[src/hdl/nls_pkg.sv]
// Shared types and constants for the numeric literal scanner.
// No dependencies; imported by every module of the block.
`default_nettype none

package nls_pkg;

    localparam int LEN_W      = 16;
    localparam int CHAR_W     = 16;
    localparam int FLAGS_W    = 5;
    localparam int APB_DATA_W = 32;
    localparam int APB_ADDR_W = 3;

    // Output queue
    localparam int QUEUE_DEPTH = 4;
    localparam int QUEUE_PTR_W = 2;
    localparam int QUEUE_CNT_W = 3;

    // Register map (word index = paddr[2])
    localparam logic REG_FORMAT_FLAGS = 1'b0;

    // format_flags bit positions
    localparam int FL_SIGN  = 0;
    localparam int FL_HEX   = 1;
    localparam int FL_BIN   = 2;
    localparam int FL_UNDER = 3;
    localparam int FL_FRAC  = 4;

    localparam logic [CHAR_W-1:0] CH_MINUS = 16'h002D;
    localparam logic [CHAR_W-1:0] CH_PLUS  = 16'h002B;
    localparam logic [CHAR_W-1:0] CH_ZERO  = 16'h0030;
    localparam logic [CHAR_W-1:0] CH_ONE   = 16'h0031;
    localparam logic [CHAR_W-1:0] CH_NINE  = 16'h0039;
    localparam logic [CHAR_W-1:0] CH_LO_X  = 16'h0078;
    localparam logic [CHAR_W-1:0] CH_UP_X  = 16'h0058;
    localparam logic [CHAR_W-1:0] CH_LO_B  = 16'h0062;
    localparam logic [CHAR_W-1:0] CH_UP_B  = 16'h0042;
    localparam logic [CHAR_W-1:0] CH_LO_A  = 16'h0061;
    localparam logic [CHAR_W-1:0] CH_LO_F  = 16'h0066;
    localparam logic [CHAR_W-1:0] CH_UP_A  = 16'h0041;
    localparam logic [CHAR_W-1:0] CH_UP_F  = 16'h0046;
    localparam logic [CHAR_W-1:0] CH_UNDER = 16'h005F;
    localparam logic [CHAR_W-1:0] CH_DOT   = 16'h002E;

    typedef enum logic [4:0] {
        PH_IDLE   = 5'b00001,
        PH_PREFIX = 5'b00010,
        PH_ZERO   = 5'b00100,
        PH_INT    = 5'b01000,
        PH_FRAC   = 5'b10000
    } t_phase;

    typedef enum logic [1:0] {
        BASE_DEC = 2'd0,
        BASE_HEX = 2'd1,
        BASE_BIN = 2'd2
    } t_base;

    typedef struct packed {
        logic [CHAR_W-1:0] char_code;
        logic              first_char;
        logic              last_char;
    } t_in_item;

    typedef struct packed {
        logic [LEN_W-1:0] token_length;
        logic             reached_text_end;
    } t_out_item;

    // One result from the scan core toward the output queue
    typedef struct packed {
        logic      valid;
        t_out_item item;
    } t_result;

    function automatic logic digit_ok(input logic [CHAR_W-1:0] c, input t_base base,
                                      input logic under_en);
        logic dec;
        logic hex;
        logic ok;
        dec = (c >= CH_ZERO) && (c <= CH_NINE);
        hex = dec || ((c >= CH_LO_A) && (c <= CH_LO_F)) || ((c >= CH_UP_A) && (c <= CH_UP_F));
        case (base)
            BASE_BIN: ok = (c == CH_ZERO) || (c == CH_ONE);
            BASE_HEX: ok = hex;
            default:  ok = dec;
        endcase
        return ok || (under_en && (c == CH_UNDER));
    endfunction

endpackage

`default_nettype wire

[src/hdl/nls_scan_core.sv]
// Scan state machine: one character per cycle while i_step is high, emits a result on reject or text end.
// Depends on nls_pkg.
`default_nettype none

module nls_scan_core
    import nls_pkg::*;
#(
    parameter int LENGTH_BITS = 16
) (
    input  wire logic                i_clk,
    input  wire logic                i_rst_n,
    input  wire logic                i_step,
    input  wire t_in_item            i_item,
    input  wire logic [FLAGS_W-1:0]  i_flags,
    output      t_result             o_result
);

    localparam int EXT_W = (LENGTH_BITS > LEN_W) ? LENGTH_BITS : LEN_W;
    localparam logic [LENGTH_BITS-1:0] CNT_MAX = {LENGTH_BITS{1'b1}};

    t_phase                 r_phase, n_phase;
    t_base                  r_base,  n_base;
    logic [LENGTH_BITS-1:0] r_count, n_count;

    function automatic logic [LENGTH_BITS-1:0] sat_inc(input logic [LENGTH_BITS-1:0] v);
        return (v == CNT_MAX) ? v : v + LENGTH_BITS'(1);
    endfunction

    function automatic logic [LEN_W-1:0] to_len(input logic [LENGTH_BITS-1:0] v);
        logic [EXT_W-1:0] ext;
        ext = EXT_W'(v);
        return ext[LEN_W-1:0];
    endfunction

    always_comb begin
        t_phase                 ph;
        t_phase                 rp;
        t_base                  bs;
        logic [LENGTH_BITS-1:0] ct;
        logic [CHAR_W-1:0]      c;
        logic                   last;
        logic                   run;
        logic                   is_sign;

        n_phase  = r_phase;
        n_base   = r_base;
        n_count  = r_count;
        o_result = '0;

        c    = i_item.char_code;
        last = i_item.last_char;
        ph   = r_phase;
        bs   = r_base;
        ct   = r_count;
        run  = 1'b0;
        rp   = PH_INT;
        is_sign = (c == CH_MINUS) || (c == CH_PLUS);

        if (i_step) begin
            if (i_item.first_char) begin
                ph = PH_PREFIX;
                bs = BASE_DEC;
                ct = '0;
            end
            n_phase = ph;
            n_base  = bs;
            n_count = ct;

            if (i_item.first_char && i_flags[FL_SIGN] && is_sign) begin
                // a lone sign at text end yields an empty token
                if (last) begin
                    o_result.valid                 = 1'b1;
                    o_result.item.token_length     = to_len(ct);
                    o_result.item.reached_text_end = 1'b1;
                    n_phase = PH_IDLE;
                end else begin
                    n_count = sat_inc(ct);
                end
            end else begin
                case (ph)
                    PH_PREFIX: begin
                        if ((c == CH_ZERO) && !last) begin
                            n_count = sat_inc(ct);
                            n_phase = PH_ZERO;
                        end else begin
                            run = 1'b1;
                        end
                    end
                    PH_ZERO: begin
                        if (!last && ((c == CH_LO_X) || (c == CH_UP_X)) && i_flags[FL_HEX]) begin
                            n_count = sat_inc(ct);
                            n_base  = BASE_HEX;
                            n_phase = PH_INT;
                        end else if (!last && ((c == CH_LO_B) || (c == CH_UP_B))
                                     && i_flags[FL_BIN]) begin
                            n_count = sat_inc(ct);
                            n_base  = BASE_BIN;
                            n_phase = PH_INT;
                        end else begin
                            run = 1'b1;
                        end
                    end
                    PH_INT: begin
                        run = 1'b1;
                    end
                    PH_FRAC: begin
                        run = 1'b1;
                        rp  = PH_FRAC;
                    end
                    default: begin
                    end
                endcase

                if (run) begin
                    if (digit_ok(c, (rp == PH_FRAC) ? BASE_DEC : bs, i_flags[FL_UNDER])) begin
                        n_count = sat_inc(ct);
                        n_phase = last ? PH_IDLE : rp;
                        o_result.valid                 = last;
                        o_result.item.token_length     = to_len(sat_inc(ct));
                        o_result.item.reached_text_end = 1'b1;
                    end else if ((rp == PH_INT) && (bs == BASE_DEC) && (c == CH_DOT)
                                 && i_flags[FL_FRAC]) begin
                        // dot is taken even with no fraction digits after it
                        n_count = sat_inc(ct);
                        n_phase = last ? PH_IDLE : PH_FRAC;
                        o_result.valid                 = last;
                        o_result.item.token_length     = to_len(sat_inc(ct));
                        o_result.item.reached_text_end = 1'b1;
                    end else begin
                        n_phase = PH_IDLE;
                        o_result.valid                 = 1'b1;
                        o_result.item.token_length     = to_len(ct);
                        o_result.item.reached_text_end = 1'b0;
                    end
                end
            end
        end
    end

    always_ff @(posedge i_clk) begin
        if (!i_rst_n) begin
            r_phase <= PH_IDLE;
            r_base  <= BASE_DEC;
            r_count <= '0;
        end else begin
            r_phase <= n_phase;
            r_base  <= n_base;
            r_count <= n_count;
        end
    end

endmodule

`default_nettype wire

[src/hdl/nls_out_queue.sv]
// Small result queue between the scan core and the output channel.
// Depends on nls_pkg.
`default_nettype none

module nls_out_queue
    import nls_pkg::*;
(
    input  wire logic                   i_clk,
    input  wire logic                   i_rst_n,
    input  wire t_result                i_push,
    output      logic                   o_valid,
    output      t_out_item              o_item,
    input  wire logic                   i_stall,
    output      logic [QUEUE_CNT_W-1:0] o_level
);

    t_out_item              r_mem [QUEUE_DEPTH];
    logic [QUEUE_PTR_W-1:0] r_wr_ptr, n_wr_ptr;
    logic [QUEUE_PTR_W-1:0] r_rd_ptr, n_rd_ptr;
    logic [QUEUE_CNT_W-1:0] r_cnt,    n_cnt;
    logic                   pop;

    assign o_valid = (r_cnt != '0);
    assign o_item  = r_mem[r_rd_ptr];
    assign o_level = r_cnt;
    assign pop     = o_valid && !i_stall;

    always_comb begin
        n_wr_ptr = r_wr_ptr + QUEUE_PTR_W'(i_push.valid);
        n_rd_ptr = r_rd_ptr + QUEUE_PTR_W'(pop);
        n_cnt    = r_cnt + QUEUE_CNT_W'(i_push.valid) - QUEUE_CNT_W'(pop);
    end

    always_ff @(posedge i_clk) begin
        if (i_push.valid) begin
            r_mem[r_wr_ptr] <= i_push.item;
        end
    end

    always_ff @(posedge i_clk) begin
        if (!i_rst_n) begin
            r_wr_ptr <= '0;
            r_rd_ptr <= '0;
            r_cnt    <= '0;
        end else begin
            r_wr_ptr <= n_wr_ptr;
            r_rd_ptr <= n_rd_ptr;
            r_cnt    <= n_cnt;
        end
    end

endmodule

`default_nettype wire

[src/hdl/numeric_literal_scanner.sv]
// Numeric literal scanner top level: input register, config register, scan core, result queue.
// Depends on nls_pkg, nls_scan_core, nls_out_queue.
//
// Takes one UTF-16 character per cycle while o_in_stall is low, from a token start (first_char),
// and reports the length of the numeric literal found there once a character is rejected or
// the text ends. A character is scanned while it sits in the input register, and its result,
// if any, is written into the queue at the next edge, which raises o_out_valid. The scan state
// is a single phase/base/count register set updated once per character, which sets the rate
// at one item per cycle while the input is not stalled. Results collect in a four-entry queue;
// the input stalls only when the queue plus the character in flight could fill it. format_flags
// is written over APB at address 0 and should only change while no scan is in progress.
`default_nettype none

module numeric_literal_scanner
    import nls_pkg::*;
#(
    parameter int LENGTH_BITS = 16
) (
    input  wire logic                  i_clk,
    input  wire logic                  i_rst_n,
    // character input
    input  wire logic                  i_in_valid,
    output      logic                  o_in_stall,
    input  wire t_in_item              i_in_item,
    // result output
    output      logic                  o_out_valid,
    input  wire logic                  i_out_stall,
    output      t_out_item             o_out_item,
    // configuration
    input  wire logic                  psel,
    input  wire logic                  penable,
    input  wire logic                  pwrite,
    input  wire logic [APB_ADDR_W-1:0] paddr,
    input  wire logic [APB_DATA_W-1:0] pwdata,
    output      logic [APB_DATA_W-1:0] prdata,
    output      logic                  pready
);

    logic [FLAGS_W-1:0]     r_flags;
    logic                   r_in_valid;
    t_in_item               r_in_item;
    t_result                scan_result;
    logic [QUEUE_CNT_W-1:0] queue_level;
    logic [QUEUE_CNT_W:0]   committed;
    logic                   in_accept;

    assign pready = 1'b1;
    assign prdata = (paddr[APB_ADDR_W-1] == REG_FORMAT_FLAGS) ?
                    APB_DATA_W'(r_flags) : '0;

    always_ff @(posedge i_clk) begin
        if (!i_rst_n) begin
            r_flags <= '0;
        end else if (psel && penable && pwrite && pready
                     && (paddr[APB_ADDR_W-1] == REG_FORMAT_FLAGS)) begin
            r_flags <= pwdata[FLAGS_W-1:0];
        end
    end

    // room must exist for the item in the input register and the one being taken
    assign committed  = (QUEUE_CNT_W+1)'(queue_level) + (QUEUE_CNT_W+1)'(r_in_valid);
    assign o_in_stall = (committed >= (QUEUE_CNT_W+1)'(QUEUE_DEPTH));
    assign in_accept  = i_in_valid && !o_in_stall;

    always_ff @(posedge i_clk) begin
        if (!i_rst_n) begin
            r_in_valid <= 1'b0;
        end else begin
            r_in_valid <= in_accept;
        end
    end

    always_ff @(posedge i_clk) begin
        if (in_accept) begin
            r_in_item <= i_in_item;
        end
    end

    nls_scan_core #(
        .LENGTH_BITS (LENGTH_BITS)
    ) u_core (
        .i_clk    (i_clk),
        .i_rst_n  (i_rst_n),
        .i_step   (r_in_valid),
        .i_item   (r_in_item),
        .i_flags  (r_flags),
        .o_result (scan_result)
    );

    nls_out_queue u_queue (
        .i_clk   (i_clk),
        .i_rst_n (i_rst_n),
        .i_push  (scan_result),
        .o_valid (o_out_valid),
        .o_item  (o_out_item),
        .i_stall (i_out_stall),
        .o_level (queue_level)
    );

endmodule

`default_nettype wire

[config.mk]
export PLATFORM = sky130hd
export DESIGN_NAME = numeric_literal_scanner
export DESIGN_NICKNAME = d
export VERILOG_FILES = /design/src/hdl/nls_pkg.sv /design/src/hdl/nls_scan_core.sv /design/src/hdl/nls_out_queue.sv /design/src/hdl/numeric_literal_scanner.sv
export SDC_FILE = /design/constraint.sdc
export NUM_CORES = 1
export LEC_CHECK = 0
export BUFFER_PORTS_ARGS = -buffer_cell sky130_fd_sc_hd__buf_2
export CORE_ASPECT_RATIO = 0.6
export CORE_MARGIN = 4
export CORE_UTILIZATION = 60
export CTS_CLUSTER_SIZE = 8
export DETAILED_ROUTE_END_ITERATION = 10
export PLACE_DENSITY_LB_ADDON = 0.2
export SYNTH_ARGS = -nofsm -noshare
export SYNTH_HDL_FRONTEND = slang
export SYNTH_SLANG_ARGS = --single-unit
[constraint.sdc]
create_clock -name i_clk -period 9.4 [get_ports i_clk]
set_clock_uncertainty 0.2 [all_clocks]
set_input_delay 1.41 -clock i_clk [delete_from_list [all_inputs] [get_ports i_clk]]
set_output_delay 1.41 -clock i_clk [all_outputs]
set_load 0.005 [all_outputs]
==> results.txt, run 1 <==
----------------------------------------------------
[Status]
  Status ... finished, final reports clean

[Floorplanning]
  Die area ... 12000 um^2
  Count of pins on the block boundary ... about 110
  Initial core utilization ... 62.2%
  Die Y ... about 87 um
  Horizontal extent of the die ... 139 um
  Floorplan Core Area ... 9950 um^2
  Row count ... 28

[Global route]
  First-pass GRT wire length ... between 20000 and 25000 um
  Number of global-route vias before repair ... 4270
  Antenna violations before repair ... 0
  Maximum number of pins on one net before global-route repair ... 27
  GRT overflow ... 0
  Global-route usage over all layers ... 24.1%

[Yosys]
  Top FF cell, synth ... sky130_fd_sc_hd__edfxtp_1
  Post-synth ARST share ... 0%
  Post-Synthesis Mean Instance Area ... 11.3 um^2
  Ys Warns ... 0
  Number of different library cells in the post-synthesis netlist ... 72
  Gate count after technology mapping ... 546
  Part of the Yosys area used for sequential elements ... 53.4%
  Combined area of all synthesized cells ... 6180 um^2
  EDFF count, synth ... 86
  Most area-hungry cell type in the Yosys netlist ... sky130_fd_sc_hd__edfxtp_1
  Top-area cell type share of the netlist area ... roughly two fifths
  Number of synthesized register bits ... 122
  Cells taking the most area after synthesis ... sky130_fd_sc_hd__edfxtp_1, sky130_fd_sc_hd__dfxtp_1, sky130_fd_sc_hd__mux4_2

[CTS]
  Postcts setup bufs ... 0
  Clock latency on the worst-skew pair ... approximately 0.42 ns
  Hold-fix buffers at CTS ... 0
  Largest buffer count on any clock path ... 2
  Number of levels in the clock H-tree ... 4
  Clock-pin slew on the worst setup and hold paths ... 0.06 ns
  Total of cells resized after clock tree synthesis ... 0
  Clock tree from TritonCTS ... yes
  CTS sink count ... ~120
  Inserted Clock Buffers ... 17
  Root Driver ... sky130_fd_sc_hd__clkbuf_16

[Cells and area]
  Final cell area excluding filler cells ... 7030 um^2
  Most used cells in the layout excluding fill and tap cells ... sky130_fd_sc_hd__edfxtp_1, sky130_fd_sc_hd__nand2_1, sky130_fd_sc_hd__buf_2
  Leading cell type in the layout, fill and taps excluded ... sky130_fd_sc_hd__edfxtp_1
  Area of the multi-input gates ... about 2600 um^2
  Share of post-route cells with drive strength above 1 ... 20.3%
  Area grow syn2layout ... 13.6%
  # fillers ... around 710
  Final antenna diode count ... 0
  Nets@finish ... about 670
  Sequential cell area in the final layout ... 3300 um^2

[Setup path]
  Most numerous cell on the critical path ... sky130_fd_sc_hd__nor2_1
  Arrival time of data at the critical path endpoint ... roughly 4.5 ns
  Reg2reg end ... u_queue.r_mem[2][11]$_DFFE_PP_
  Register-to-register setup slack ... 4.73 ns
  Crit. End Element ... register
  Largest delay contributor family on the critical path ... simple AND/OR/NAND/NOR gates
  Crit-path slowest cell ... sky130_fd_sc_hd__and3b_1
  WS Path Type ... register to register
  Required time of the critical path ... 9.23 ns
  Startpoint of the worst register-to-register path ... r_in_item[1]$_DFFE_PP_
  WP buf/inv ... 1
  Worst path max stage delay ... 0.82 ns
  Maximum fanout along the worst path ... 26
  R2r worst-path depth ... 13
  Sort of element at the start of the critical path ... register
  Cell-by-cell trace of the critical path ... buf_4, nor4_1, a21oi_1, and2_1, ha_1, nor2_1, a2111oi_0, nor3_1, o21ai_1, o21a_1, nor2_1, o211a_1, and3b_1

[Drt]
  First-iteration detailed-routing DRC count ... 457
  Total detailed-routing wirelength ... 14100 um
  Number of antenna-violating nets in the routed design ... 0
  Average routed wire per standard cell ... approximately 19 um
  TritonRoute pass-1 iters ... 5
  # DRC ... 0
  Via density per instance ... 6.07
  Via count ... 4524

[STA]
  Fin crit share ... 49.7%
  Total Negative Setup Slacks ... 0 ns
  Hold Fails Final Rpt ... 0
  Setup repair after global routing missed its margin ... no
  Worst-Margin Slew ... approximately 0.98 ns
  Clock period minus worst slack ... 4.67 ns
  Final Max Slew Viols ... 0
  FMAX ... roughly 210 MHz
  Setup WS post-layout ... roughly 4.7 ns
  Final setup violating endpoints ... 0
  Max transition margin ... between 30 and 40%

[Place]
  Final RePlAce weighted congestion ... 0.985
  Count of input and output buffers ... 54
  Cell area after placement ... 6430 um^2
  Post-DP HPWL ... between 9000 and 10000 um
  Worst slack at placement ... 4.82 ns

[Hold path]
  Path type of the worst min-delay path ... register to register
  Hold depth ... 2
  Startpoint of the most critical hold path ... u_core.r_phase[4]$_SDFFE_PN0P_
  End point of the most critical hold path ... u_core.r_phase[4]$_SDFFE_PN0P_

[Power]
  Static leakage ... 0.00243 uW
  Peak VDD IR ... roughly 0.00013 V
  P per Cell Area ... 213 nW/um^2

[Flow run]
  Max-cap violations ... 0

----------------------------------------------------
worst max-delay path by stage:
stage | startpoint | to | cells after the start
floorplan | r_in_item[1]$_DFFE_PP_ | u_queue.r_mem[0][0]$_DFFE_PP_ | 14
global placement | r_in_item[1]$_DFFE_PP_ | u_queue.r_mem[2][13]$_DFFE_PP_ | 13
detailed placement | r_in_item[1]$_DFFE_PP_ | u_queue.r_mem[2][13]$_DFFE_PP_ | 13
CTS | r_in_item[1]$_DFFE_PP_ | u_queue.r_mem[2][11]$_DFFE_PP_ | 13
global route | r_in_item[1]$_DFFE_PP_ | u_queue.r_mem[3][13]$_DFFE_PP_ | 13
finish | r_in_item[1]$_DFFE_PP_ | u_queue.r_mem[2][11]$_DFFE_PP_ | 13
cell families (layout without fill, tap and decap cells):
logic type	Yosys count	count (layout)	synth area share (%)
buf+inv	67	105	6.29
simple gates	211	211	17.7
flops	122	122	53.4
compound gates	91	91	10.3
mux	25	25	7.49
other cells	2	28	0.121
xor+xnor	19	19	2.69
fa+ha+maj	9	9	1.94
state kept, by name (all words and copies together), names as in the netlist:
| name | cells |
|---|---|
| u_queue.r_mem | 68 |
| u_queue.o_level | 3 |
| u_queue.r_wr_ptr | 2 |
| u_queue.r_rd_ptr | 2 |
| r_flags | 5 |
| u_core.r_phase | 5 |
| r_in_valid | 1 |
| u_core.r_count | 16 |
| u_core.r_base | 2 |
| r_in_item | 18 |
worst min-delay path: cells and delay by family (launching register included):
kind | cells | cell delay [ns]
DFF | 1 | 0.33
AOI/OAI and AO/OA | 1 | 0.05
and+or+nand+nor | 1 | 0.06
cell type report:
cell class / count / share of cell area, %
sequential: 122 / 47.0
multi-input combinational: 383 / 37.0
clock buffer: 17 / 6.05
timing repair buffer: 58 / 4.27
clock inverter: 15 / 2.49
tap: 135 / 2.40
inverter: 15 / 0.801
per-stage QoR:
| step | std cells | total power (uW) | util, % | hold WS, ns |
|---|---|---|---|---|
| after CTS | 745 | 1500 | 70.6 | 0.291 |
| final | 745 | 1500 | 70.6 | 0.291 |
| after floorplan | 572 | 783 | - | 0.254 |
| after global placement | 713 | 836 | 64.6 | 0.265 |
| after global routing | 745 | 1560 | 70.6 | 0.326 |
| after detailed placement | 713 | 844 | 64.6 | 0.278 |
per-layer routing:
layer	vias to the layer above	GRT usage, %	routed length, um
met5	-	0	0
met4	0	7.64	165
met3	24	6.62	1240
met2	231	35.4	6170
met1	2194	35.2	6510
li1	2075	-	-
cell usage after synthesis (3+ instances only):
library cell	instances
sky130_fd_sc_hd__mux4_2	17
sky130_fd_sc_hd__nor3_1	14
sky130_fd_sc_hd__and3_1	5
sky130_fd_sc_hd__nor4_1	5
sky130_fd_sc_hd__o211ai_1	4
sky130_fd_sc_hd__nand3_1	16
sky130_fd_sc_hd__a22oi_1	3
sky130_fd_sc_hd__xnor2_1	15
sky130_fd_sc_hd__and2_1	11
sky130_fd_sc_hd__nand4_1	6
sky130_fd_sc_hd__nand3b_1	3
sky130_fd_sc_hd__a31oi_1	11
sky130_fd_sc_hd__nor2b_1	14
sky130_fd_sc_hd__o21ai_0	10
sky130_fd_sc_hd__edfxtp_1	86
sky130_fd_sc_hd__o21ai_1	6
sky130_fd_sc_hd__buf_6	3
sky130_fd_sc_hd__buf_4	29
sky130_fd_sc_hd__dfxtp_1	36
sky130_fd_sc_hd__mux2i_1	8
sky130_fd_sc_hd__inv_1	13
sky130_fd_sc_hd__nand2_1	60
sky130_fd_sc_hd__buf_2	5
sky130_fd_sc_hd__o22ai_1	4
sky130_fd_sc_hd__a21oi_1	21
sky130_fd_sc_hd__nor2_1	48
sky130_fd_sc_hd__nand4b_1	4
sky130_fd_sc_hd__a31o_1	5
sky130_fd_sc_hd__ha_1	8
sky130_fd_sc_hd__nand2b_1	4
sky130_fd_sc_hd__or3_1	3
sky130_fd_sc_hd__xor2_1	4
sky130_fd_sc_hd__clkbuf_1	13
where the power goes:
| group | internal, uW | total, uW | switching [uW] |
|---|---|---|---|
| Sequential | 600 | 627 | 26.4 |
| Clock | 401 | 661 | 260 |
| Combinational | 102 | 208 | 105 |
| Total | 1100 | 1500 | 392 |
No activity file was read; power rests on OpenSTA's default activity.
==> run 2, diff against run 1 <==
Settings changed: CORE_UTILIZATION 60 to 56.
Clock period 9.4 ns to 4.5 ns, I/O delays scaled along.
==> results.txt, run 2 (synthesis results as in run 1) <==
----------------------------------------------------
[Status]
  Status ... finished, final reports clean (unchanged)

[Floorplanning]
  Floorplan Core Area ... 10700 um^2 (was 9950 um^2)
  Initial core utilization ... 58.0% (was 62.2%)
  Horizontal extent of the die ... 144 um (was 139 um)
  Row count ... 29 (was 28)
  Die area ... 12800 um^2 (was 12000 um^2)
  Die Y ... 89.4 um (was 86.6 um)
  Count of pins on the block boundary ... 112 (unchanged)

[Cells and area]
  # fillers ... 834 (was 712)
  Largest registers ... u_queue.r_mem (68), r_in_item (18), u_core.r_count (16) (unchanged)
  Final antenna diode count ... 0 (unchanged)
  Share of post-route cells with drive strength above 1 ... 21.2% (was 20.3%)
  Area of the multi-input gates ... 2600 um^2 (unchanged)
  Largest register by flop count ... u_queue.r_mem (unchanged)
  Leading cell type in the layout, fill and taps excluded ... sky130_fd_sc_hd__edfxtp_1 (unchanged)
  Sequential cell area in the final layout ... 3300 um^2 (unchanged)
  Area grow syn2layout ... 14.9% (was 13.6%)
  Number of flip-flops under the largest register name ... 68 (unchanged)
  Nets@finish ... 674 (was 666)
  Most used cells in the layout excluding fill and tap cells ... sky130_fd_sc_hd__edfxtp_1, sky130_fd_sc_hd__nand2_1, sky130_fd_sc_hd__buf_2 (unchanged)

[Setup path]
  Maximum fanout along the worst path ... 7 (was 26)
  Arrival time of data at the critical path endpoint ... 4.30 ns (was 4.50 ns)
  Required time of the critical path ... 4.65 ns (was 9.23 ns)
  R2r worst-path depth ... 15 (was 13)
  Sort of element at the start of the critical path ... register (unchanged)
  Crit. End Element ... register (unchanged)
  Startpoint of the worst register-to-register path ... u_core.r_phase[0]$_SDFFE_PN1P_ (was r_in_item[1]$_DFFE_PP_)
  Reg2reg end ... u_queue.o_level[1]$_SDFF_PN0_ (was u_queue.r_mem[2][11]$_DFFE_PP_)
  Register-to-register setup slack ... 0.35 ns (was 4.73 ns)
  WS Path Type ... register to register (unchanged)

[Global route]
  First-pass GRT wire length ... 21800 um (was 22400 um)
  Maximum number of pins on one net before global-route repair ... 26 (was 27)
  Number of global-route vias before repair ... 4128 (was 4270)
  Antenna violations before repair ... 0 (unchanged)
  GRT overflow ... 0 (unchanged)
  Global-route usage over all layers ... 22.7% (was 24.1%)

[CTS]
  Clock latency on the worst-skew pair ... 0.42 ns (about the same)
  Root Driver ... sky130_fd_sc_hd__clkbuf_16 (unchanged)
  Inserted Clock Buffers ... 17 (unchanged)
  Largest buffer count on any clock path ... 2 (unchanged)
  Clock-pin slew on the worst setup and hold paths ... 0.06 ns (about the same)
  Postcts setup bufs ... 0 (unchanged)
  Number of levels in the clock H-tree ... 4 (unchanged)
  Clock tree from TritonCTS ... yes (unchanged)
  Hold-fix buffers at CTS ... 0 (unchanged)
  CTS sink count ... 122 (unchanged)
  Total of cells resized after clock tree synthesis ... 0 (unchanged)

[STA]
  Max transition margin ... 36.7% (was 34.4%)
  Clock period minus worst slack ... 4.15 ns (was 4.67 ns)
  Fin crit share ... 92.2% (was 49.7%)
  Total Negative Setup Slacks ... 0 ns (unchanged)
  Worst-Margin Slew ... 0.946 ns (was 0.979 ns)
  Hold Fails Final Rpt ... 0 (unchanged)
  Final setup violating endpoints ... 0 (unchanged)
  Setup WS post-layout ... 0.352 ns (was 4.73 ns)
  FMAX ... 241 MHz (was 214 MHz)
  Final Max Slew Viols ... 0 (unchanged)
  Setup repair after global routing missed its margin ... no (unchanged)

[Drt]
  First-iteration detailed-routing DRC count ... 500 (was 457)
  # DRC ... 0 (unchanged)
  Via density per instance ... 5.99 (was 6.07)
  Total detailed-routing wirelength ... 14100 um (about the same)
  Via count ... 4537 (was 4524)
  Average routed wire per standard cell ... 18.6 um (was 18.9 um)
  TritonRoute pass-1 iters ... 5 (unchanged)
  Number of antenna-violating nets in the routed design ... 0 (unchanged)

[Power]
  P per Cell Area ... 444 nW/um^2 (was 213 nW/um^2)
  Static leakage ... 0.00247 uW (was 0.00243 uW)
  Peak VDD IR ... 0.000314 V (was 0.000131 V)

[Flow run]
  Max-cap violations ... 0 (unchanged)

[Place]
  Worst slack at placement ... 0.468 ns (was 4.82 ns)
  Post-DP HPWL ... 10000 um (was 9560 um)
  Count of input and output buffers ... 54 (unchanged)
  Final RePlAce weighted congestion ... 0.965 (was 0.985)

[Hold path]
  End point of the most critical hold path ... r_in_item[11]$_DFFE_PP_ (was u_core.r_phase[4]$_SDFFE_PN0P_)
  Path type of the worst min-delay path ... input port to register (was register to register)
  Hold depth ... 1 (was 2)
  Startpoint of the most critical hold path ... i_in_item[11] (was u_core.r_phase[4]$_SDFFE_PN0P_)

----------------------------------------------------
## run 2: power by group
part	total [uW]	switching (uW)	internal (uW)
clock	1410	524	883
combinational	436	219	217
sequential	1310	55.2	1250
## run 2: worst max-delay path, cell delays in order (launching register included)
cell                        delay, ns
sky130_fd_sc_hd__dfxtp_1         0.33
sky130_fd_sc_hd__nor4_1          0.57
sky130_fd_sc_hd__a21oi_1         0.24
sky130_fd_sc_hd__and2_1          0.24
sky130_fd_sc_hd__ha_1            0.30
sky130_fd_sc_hd__nor2_1          0.06
sky130_fd_sc_hd__a2111oi_0       0.37
sky130_fd_sc_hd__nor3_1          0.11
sky130_fd_sc_hd__o21ai_1         0.25
sky130_fd_sc_hd__o21a_1          0.19
sky130_fd_sc_hd__nor2_1          0.05
sky130_fd_sc_hd__o211a_1         0.34
sky130_fd_sc_hd__ha_1            0.23
sky130_fd_sc_hd__inv_1           0.09
sky130_fd_sc_hd__fa_1            0.42
sky130_fd_sc_hd__nor2_1          0.11
## run 2: cell type report
class / count / share of cell area (%)
multi-input combinational: 383 / 36.6
sequential: 122 / 46.5
clock inverter: 15 / 2.64
tap: 139 / 2.45
clock buffer: 17 / 5.99
timing repair buffer: 66 / 5.07
inverter: 15 / 0.793
## run 2: worst max path at each step
stage	cells past startpoint	endpoint	startpoint
2_1_floorplan	14	u_queue.r_mem[0][0]$_DFFE_PP_	r_in_item[1]$_DFFE_PP_
3_3_place_gp	16	u_queue.o_level[2]$_SDFF_PN0_	u_core.r_phase[1]$_SDFFE_PN0P_
3_5_place_dp	16	u_queue.o_level[2]$_SDFF_PN0_	u_core.r_phase[0]$_SDFFE_PN1P_
4_1_cts	15	u_queue.o_level[1]$_SDFF_PN0_	u_core.r_phase[0]$_SDFFE_PN1P_
5_1_grt	16	u_queue.o_level[2]$_SDFF_PN0_	u_core.r_phase[0]$_SDFFE_PN1P_
6_report	15	u_queue.o_level[1]$_SDFF_PN0_	u_core.r_phase[0]$_SDFFE_PN1P_
## run 2: routing by layer
metal / share of wire [%] / global-route usage (%)
met3: 11 / 7.22
met5: 0 / 0
met1: 47 / 34.1
met4: 0.62 / 5.56
met2: 42 / 32.1
## run 2: through the flow
| stage | power [uW] | hold slack, ns | util [%] | cells | instance area (um^2) |
|---|---|---|---|---|---|
| after floorplan | 1640 | 0.254 | - | 572 | 6290 |
| after global placement | 1760 | 0.267 | 60.8 | 725 | 6490 |
| after detailed placement | 1770 | 0.284 | 60.8 | 725 | 6490 |
| after CTS | 3180 | 0.220 | 66.6 | 757 | 7100 |
| after global routing | 3290 | 0.212 | 66.6 | 757 | 7100 |
| final | 3150 | 0.238 | 66.6 | 757 | 7100 |
